--- config.mk ---
export PLATFORM = sky130hd
export DESIGN_NAME = scc_dist_unit
export DESIGN_NICKNAME = d
export VERILOG_FILES = /design/src/hw/rtl/scc_pkg.sv /design/src/hw/rtl/scc_dist_unit.sv
export SDC_FILE = /design/constraint.sdc
export NUM_CORES = 2
export LEC_CHECK = 0
export ABC_AREA = 1
export BUFFER_PORTS_ARGS = -buffer_cell sky130_fd_sc_hd__clkbuf_2
export CORE_AREA = 2 2 460 554
export CTS_CLUSTER_SIZE = 28
export DETAILED_ROUTE_END_ITERATION = 10
export DIE_AREA = 0 0 462 556
export SLEW_MARGIN = 20
export SYNTH_ARGS = -nofsm -noshare
export SYNTH_HDL_FRONTEND = slang
export SYNTH_SLANG_ARGS = --single-unit
--- constraint.sdc ---
create_clock -name clk_i -period 23.3 [get_ports clk_i]
set_input_delay 1.165 -clock clk_i [delete_from_list [all_inputs] [get_ports clk_i]]
set_output_delay 1.165 -clock clk_i [all_outputs]
set_load 0.02 [all_outputs]
--- src/hw/rtl/scc_pkg.sv ---
// Shared widths, field offsets and interface structs of the sphere contact counter.
// No dependencies; used by scc_dist_unit and sphere_contact_counter.
`timescale 1ns / 1ps
`default_nettype none

package scc_pkg;

  // Field widths
  localparam int IDX_W     = 12;
  localparam int GRP_W     = 32;
  localparam int POS_W     = 32;
  localparam int RAD_W     = 31;
  localparam int DIFF_W    = POS_W + 1;
  localparam int PROD_W    = 2 * DIFF_W;
  localparam int ACC_W     = PROD_W + 1;
  localparam int OUT_CNT_W = 16;
  localparam int CFG_W     = 32;

  // Input item layout in tdata, lowest bit first
  localparam int OFS_FIRST_INDEX  = 0;
  localparam int OFS_SECOND_INDEX = OFS_FIRST_INDEX + IDX_W;
  localparam int OFS_FIRST_GROUPS = OFS_SECOND_INDEX + IDX_W;
  localparam int OFS_FIRST_X      = OFS_FIRST_GROUPS + GRP_W;
  localparam int OFS_FIRST_Y      = OFS_FIRST_X + POS_W;
  localparam int OFS_FIRST_Z      = OFS_FIRST_Y + POS_W;
  localparam int OFS_FIRST_R      = OFS_FIRST_Z + POS_W;
  localparam int OFS_SECOND_X     = OFS_FIRST_R + RAD_W;
  localparam int OFS_SECOND_Y     = OFS_SECOND_X + POS_W;
  localparam int OFS_SECOND_Z     = OFS_SECOND_Y + POS_W;
  localparam int OFS_SECOND_R     = OFS_SECOND_Z + POS_W;
  localparam int IN_USED_W        = OFS_SECOND_R + RAD_W;
  localparam int IN_DATA_W        = ((IN_USED_W + 7) / 8) * 8;

  // Result item layout in tdata, lowest bit first
  localparam int OFS_TOUCHING     = 0;
  localparam int OFS_FIRST_COUNT  = 1;
  localparam int OFS_SECOND_COUNT = OFS_FIRST_COUNT + OUT_CNT_W;
  localparam int OUT_USED_W       = OFS_SECOND_COUNT + OUT_CNT_W;
  localparam int OUT_DATA_W       = ((OUT_USED_W + 7) / 8) * 8;

  // Distance test request
  typedef struct packed {
    logic                    start;
    logic signed [POS_W-1:0] first_x;
    logic signed [POS_W-1:0] first_y;
    logic signed [POS_W-1:0] first_z;
    logic        [RAD_W-1:0] first_radius;
    logic signed [POS_W-1:0] second_x;
    logic signed [POS_W-1:0] second_y;
    logic signed [POS_W-1:0] second_z;
    logic        [RAD_W-1:0] second_radius;
  } dist_req_t;

  // Distance test response
  typedef struct packed {
    logic done;
    logic hit;
  } dist_rsp_t;

endpackage

`default_nettype wire

--- src/hw/rtl/scc_dist_unit.sv ---
// Exact sphere overlap test with one shared squaring multiplier.
// Depends on scc_pkg for widths and the request/response structs.
`timescale 1ns / 1ps
`default_nettype none

module scc_dist_unit (
  input  wire                 clk_i,
  input  wire                 rst_ni,
  input  scc_pkg::dist_req_t  req_i,
  output scc_pkg::dist_rsp_t  rsp_o
);

  localparam int DIFF_W = scc_pkg::DIFF_W;
  localparam int PROD_W = scc_pkg::PROD_W;
  localparam int ACC_W  = scc_pkg::ACC_W;
  localparam int POS_W  = scc_pkg::POS_W;

  // Step codes of the squaring sequence
  localparam logic [2:0] STEP_X       = 3'd0;
  localparam logic [2:0] STEP_RADIUS  = 3'd3;
  localparam logic [2:0] STEP_STORE_R = 3'd4;
  localparam logic [2:0] STEP_COMPARE = 3'd5;

  function automatic logic [DIFF_W-1:0] abs_diff(input logic signed [POS_W-1:0] a,
                                                 input logic signed [POS_W-1:0] b);
    logic signed [DIFF_W-1:0] d;
    d = DIFF_W'(a) - DIFF_W'(b);
    return d[DIFF_W-1] ? DIFF_W'(-d) : DIFF_W'(d);
  endfunction

  logic                   busy_q;
  logic [2:0]             step_q;
  logic                   done_q;
  logic                   hit_q;
  logic [3:0][DIFF_W-1:0] op_q;
  logic [PROD_W-1:0]      prod_q;
  logic [ACC_W-1:0]       d2_q;
  logic [PROD_W-1:0]      r2_q;
  logic [DIFF_W-1:0]      op_sel;
  logic [PROD_W-1:0]      prod_d;

  // Square the operand of the current step
  assign op_sel = op_q[step_q[1:0]];
  assign prod_d = op_sel * op_sel;

  // Sequence control
  always_ff @(posedge clk_i or negedge rst_ni) begin
    if (!rst_ni) begin
      busy_q <= 1'b0;
      step_q <= STEP_X;
      done_q <= 1'b0;
    end else begin
      done_q <= 1'b0;
      if (req_i.start) begin
        busy_q <= 1'b1;
        step_q <= STEP_X;
      end else if (busy_q) begin
        if (step_q == STEP_COMPARE) begin
          busy_q <= 1'b0;
          done_q <= 1'b1;
        end else begin
          step_q <= step_q + 3'd1;
        end
      end
    end
  end

  // Operands, products and the running sum of squares
  always_ff @(posedge clk_i) begin
    if (req_i.start) begin
      op_q[0] <= abs_diff(req_i.first_x, req_i.second_x);
      op_q[1] <= abs_diff(req_i.first_y, req_i.second_y);
      op_q[2] <= abs_diff(req_i.first_z, req_i.second_z);
      op_q[3] <= DIFF_W'(req_i.first_radius) + DIFF_W'(req_i.second_radius);
      d2_q    <= '0;
    end else if (busy_q) begin
      if (step_q <= STEP_RADIUS) begin
        prod_q <= prod_d;
      end
      if (step_q != STEP_X && step_q <= STEP_RADIUS) begin
        d2_q <= d2_q + ACC_W'(prod_q);
      end
      if (step_q == STEP_STORE_R) begin
        r2_q <= prod_q;
      end
      if (step_q == STEP_COMPARE) begin
        hit_q <= (d2_q <= ACC_W'(r2_q));
      end
    end
  end

  assign rsp_o.done = done_q;
  assign rsp_o.hit  = hit_q;

endmodule

`default_nettype wire

## After elaboration in Yosys (flattened, before gate mapping)

Cells that the tools add are included.

| storage, ports and cells | value |
|---|---|
| bits of input ports | 257 |
| logic and storage cells | 53 |
| output and inout port bits | 2 |
| register bits after elaboration | 337 |

| cells by class | value |
|---|---|
| mux-type cells | 14 |
| add/sub/neg operators | 9 |
| order comparisons | 3 |
| eq/ne operators | 3 |
| bitwise operators | 1 |
| multipliers | 1 |
| reductions and logical operators | 8 |

Operators with widths:

| cell | number |
|---|---|
| negator 33 bit | 3 |
| subtractor 32 x 32 -> 33 bit | 3 |
| 2-to-1 mux 32 bit | 3 |
| adder 67 x 66 -> 67 bit | 1 |
| less-or-equal comparator 67 x 66 -> 1 bit | 1 |
| binary-select mux 33 bit (select 2 bit) | 1 |
| multiplier 33 x 33 -> 66 bit | 1 |
| 2-to-1 mux 33 bit | 1 |
| adder 31 x 31 -> 32 bit | 1 |
| 2-to-1 mux 3 bit | 3 |
| AND reduction 3 bit | 3 |
| equality test 3 bit (second input constant) | 2 |
| 2-to-1 mux 1 bit | 6 |
| AND reduction 2 bit | 2 |
| adder 3 x 1 -> 3 bit (second input constant) | 1 |
| less-or-equal comparator 3 x 2 -> 1 bit (second input constant) | 1 |
| < comparator 2 x 3 -> 1 bit (second input constant) | 1 |
| nonzero test 3 bit | 1 |
| != test 2 bit (second input constant) | 1 |
| nonzero test 2 bit | 1 |
| logical AND 1 bit | 1 |
| NOT 1 bit | 1 |

## Logic depth before layout (Yosys ltp)

| logic depth | value |
|---|---|
| word-level depth | 4 |
| gate-level depth with buffers | 39 |
| gate-level depth less buffers | 36 |

## Least setup slack after synthesis

Ideal clock, no wire load.

| timing | value |
|---|---|
| path kind | reg2reg |
| start point | register step_q[0] |
| end point | register prod_q[59], data pin |
| slack | 15.755 ns |
| period minus slack after synthesis | 7.545 ns |
| arrival | 7.292 ns |
| stages on the path, launching flop included | 32 |
| path through | dfrtp_1 > buf_2 > inv_2 > clkbuf_1 > nor2_1 > o21ai_1 > clkbuf_1 > nand2_1 > fa_1 > fa_1 > inv_1 > fa_1 > inv_1 > fa_1 > inv_1 > fa_1 > fa_1 > fa_1 > inv_1 > fa_1 > inv_1 > ha_1 > nand2_1 > nor2_1 > nand2_1 > nor3_1 > nand3_1 > nand3_1 > a21o_1 > nand2_1 > nand3_1 > nand2_1 |

| on the way | value |
|---|---|
| longest elaborated chain between the ends | 3 |

Ends and longest elaborated chain:

| what | RTL line | source |
|---|---|---|
| from (decl) | scc_dist_unit.sv:32 | `logic [2:0] step_q;` |
| from (signal assigned) | scc_dist_unit.sv:62 | `step_q <= step_q + 3'd1;` |
| binary-select mux 33 bit (select 2 bit) | scc_dist_unit.sv:43 | `assign op_sel = op_q[step_q[1:0]];` |
| 2-to-1 mux 33 bit (not written as such) | scc_dist_unit.sv:43 |  |
| multiplier 33 x 33 -> 66 bit | scc_dist_unit.sv:44 | `assign prod_d = op_sel * op_sel;` |
| net prod_d[59] | scc_dist_unit.sv:40 | `logic [PROD_W-1:0] prod_d;` |
| to (signal assigned) | scc_dist_unit.sv:78 | `prod_q <= prod_d;` |
| to (decl) | scc_dist_unit.sv:36 | `logic [PROD_W-1:0] prod_q;` |

The timed path passes the listed nets, and every way through them passes these cells. The select of a mux whose other input is x is not followed.
A chain may end at the register's enable or synchronous reset.

## Worst setup path after layout

| timing | value |
|---|---|
| start point | register step_q[1] |
| end point | register prod_q[59], data pin |

The elaborated chain is that of the path after synthesis.

==> results.tsv <==
stage	metric	value	unit
timing	finalCritPeriodShare	41.4	%
route	vias	51900	
critical_path	r2r_cells	30	
global_route	grt_pass1_vias	53700	
clocking	cts_tree	yes	
critical_path	rr_startpoint	step_q[1]	
route	viasPerCell	4.31	
route	drc	0	
final_layout	layout-drive-gt1-share	6.26	%
clocking	cts.reportedPaths.clkPinSlew	0.06	ns
critical_path	worstPathMaxFanout	33	
synthesis	async_reset_ff_share	1.50	%
global_route	grt_pass1_wl	294000	um
clocking	cts.path.max_buffers	3	
synthesis	synth-seq-area-share	14.9	%
timing	worst_pin_slew	0.936	ns
timing	skew	0.0485	ns
synthesis	synth_mux_area_share	0.0160	%
timing	fmax	104	MHz
floorplan	ios	259	
critical_path	cp_slowest_cell	nor2_2	
clocking	cts_buffers	38	
synthesis	synth-seq-cells	334	
critical_path	required	23.62	ns
timing	min_period	9.65	ns
critical_path	worst_ep_arrival_time	9.98	ns
synthesis	yosys_warnings	0	
timing	rsz0062_at_grt	false	
final_layout	area_growth	10.6	%
synthesis	synth_nets	10100	
clocking	ctsHoldBuffers	0	
timing	maxSlewViolCount	0	
global_route	grt_usage	14.5	%
route	post_drt_wl_per_cell	15.4	um
clocking	clock_latency	0.61	ns
critical_path	rr_endpoint	prod_q[59]	
placement	place_inst	12000	
route	drtPass1Iterations	5	
final_layout	fin_nets	10300	
critical_path	r2r_slack	13.65	ns
hold_path	worstHoldStart	prod_q[3]	
route	finalWirelength	185000	um
job	drv_cap	0	
placement	gp_congestion	0.944	
timing	finalSetupViolCount	0	
final_layout	final_cells	12100	
synthesis	synth_edf_count	262	
clocking	cts_sinks	334	
synthesis	synth-xor-area-share	2.66	%
status	outcome	completed	
global_route	antenna_found_initial	4	
critical_path	cpPeakStageDelay	0.71	ns
synthesis	synth_ff_type	edfxtp_1	
floorplan	num_rows	202	
critical_path	cp-end-kind	register	
synthesis	synthSimpleGateAreaFrac	21.2	%
global_route	grt_max_degree	77	
floorplan	fp.dieH	556	um
route	drt_iter0_markers	3179	
placement	pre_cts_slack	13.71	ns
final_layout	final_cell_mix	inv_1, nand2_1, fa_1	
synthesis	synth_cell_types	57	
placement	numPortBuffers	258	
clocking	cts_htree_levels	2	
synthesis	syn_area	0.0626	mm2
clocking	postCtsSetupRepairBufs	0	
synthesis	avgSynthCellArea	7.39	um2
synthesis	syn_inst	8472	
synthesis	synth_compound_area_share	7.56	%
floorplan	die-area	0.257	mm2
hold_path	min_to	r2_q[3]	
synthesis	synth_top_family_by_area	adder cells	
floorplan	initial_core_util	24.9	%
final_layout	nFillCells	27500	
timing	finalHoldViolCount	0	
route	ant_nets	0	
global_route	grt-ovfl-total	0	
critical_path	criticalPathCategory	register to register	
final_layout	utilization	27.5	%
floorplan	design.core.area	0.251	mm2
timing	fin_ws	13.65	ns
synthesis	synthAdderAreaFrac	38.2	%
final_layout	final_common_cell	inv_1	
floorplan	die-width	462	um
timing	max_slew_margin	37.6	%
clocking	ctsResizeCount	0	
hold_path	hold_path_depth	0	
placement	dp_hpwl	156000	um
critical_path	crit_top_cell	fa_1	
clocking	cts-root-buf	clkbuf_16	
critical_path	crit_path_start_kind	register	
hold_path	min_path_type	register to register	
timing	finalSetupTns	0	ns
registers in the layout (all words and copies together) (netlist names):
name / count
op_q: 131
d2_q: 67
prod_q: 65
r2_q: 65
step_q: 3
busy_q: 1
done_q: 1
hit_q: 1
per-stage QoR:
step / hold WS [ns] / cell area (um2)
after floorplan: 0.433 / 62600
after global placement: 0.464 / 68000
after detailed placement: 0.467 / 68000
after CTS: 0.484 / 69200
after global routing: 0.493 / 69200
final: 0.487 / 69200
cell type report:
type	instances	area, um2	area share (%)
antenna	3	7.51	0.0108
clock buffer	46	991	1.43
clock inverter	22	243	0.351
inverter	2369	8890	12.9
multi-input combinational	5618	43900	63.4
sequential	334	9330	13.5
tap	3366	4210	6.09
timing repair buffer	301	1620	2.34
per-layer routing:
| metal | share of wire, % | routed length, um | track usage [%] |
|---|---|---|---|
| met5 | 0.015 | 27 | 0 |
| met4 | 3.4 | 6270 | 4.31 |
| met3 | 5.3 | 9760 | 1.92 |
| met2 | 49 | 90100 | 25.5 |
| met1 | 43 | 79000 | 18.2 |
cells by family (layout without fill, tap and decap cells):
group / Yosys count / in the layout
AND/OR/NAND/NOR: 3224 / 3224
buffers and inverters: 2520 / 2738
adder cells (fa/ha/maj): 1394 / 1394
AO/OA/AOI/OAI: 809 / 809
flip-flops: 334 / 334
XOR/XNOR: 190 / 190
multiplexers: 1 / 1
other: 0 / 3
worst max-delay path: cells and delay by family, from the launching register on:
kind                     cells  cell delay, ns
AO/OA/AOI/OAI                2            0.42
flip-flops                   1            0.69
adder cells (fa/ha/maj)      9            4.35
buffers and inverters        8            1.67
AND/OR/NAND/NOR             11            2.25
cell usage after synthesis (16+ instances only):
cell type	instances	area share, %
a21o_1	27	0.32
a21oi_1	306	2.4
a22oi_1	17	0.20
a31oi_1	31	0.31
and2_1	16	0.16
buf_2	81	0.65
clkbuf_1	54	0.32
dfxtp_1	67	2.1
edfxtp_1	262	13
fa_1	864	28
ha_1	530	11
inv_1	2345	14
inv_2	18	0.11
nand2_1	2077	12
nand2_2	54	0.54
nand3_1	305	2.4
nand4_1	60	0.60
nor2_1	569	3.4
nor2_2	31	0.31
nor3_1	40	0.32
o211ai_1	22	0.26
o21a_1	42	0.50
o21ai_0	227	1.8
o21ai_1	27	0.22
o21bai_1	62	0.74
xnor2_1	52	0.73
xor2_1	138	1.9
worst max-delay path by stage:
stage                     startpoint          to  slack, ns  depth (start not counted)
after floorplan            step_q[0]  prod_q[59]      15.76                         31
after global placement     step_q[1]  prod_q[64]      13.85                         31
after detailed placement   step_q[1]  prod_q[64]      13.71                         32
after CTS                  step_q[1]  prod_q[64]      13.73                         32
after global routing       step_q[1]  prod_q[59]      13.15                         30
final                      step_q[1]  prod_q[59]      13.65                         30
Power is not shown: default switching activity piles up to over one toggle a cycle in this logic, so the estimate is an artifact.
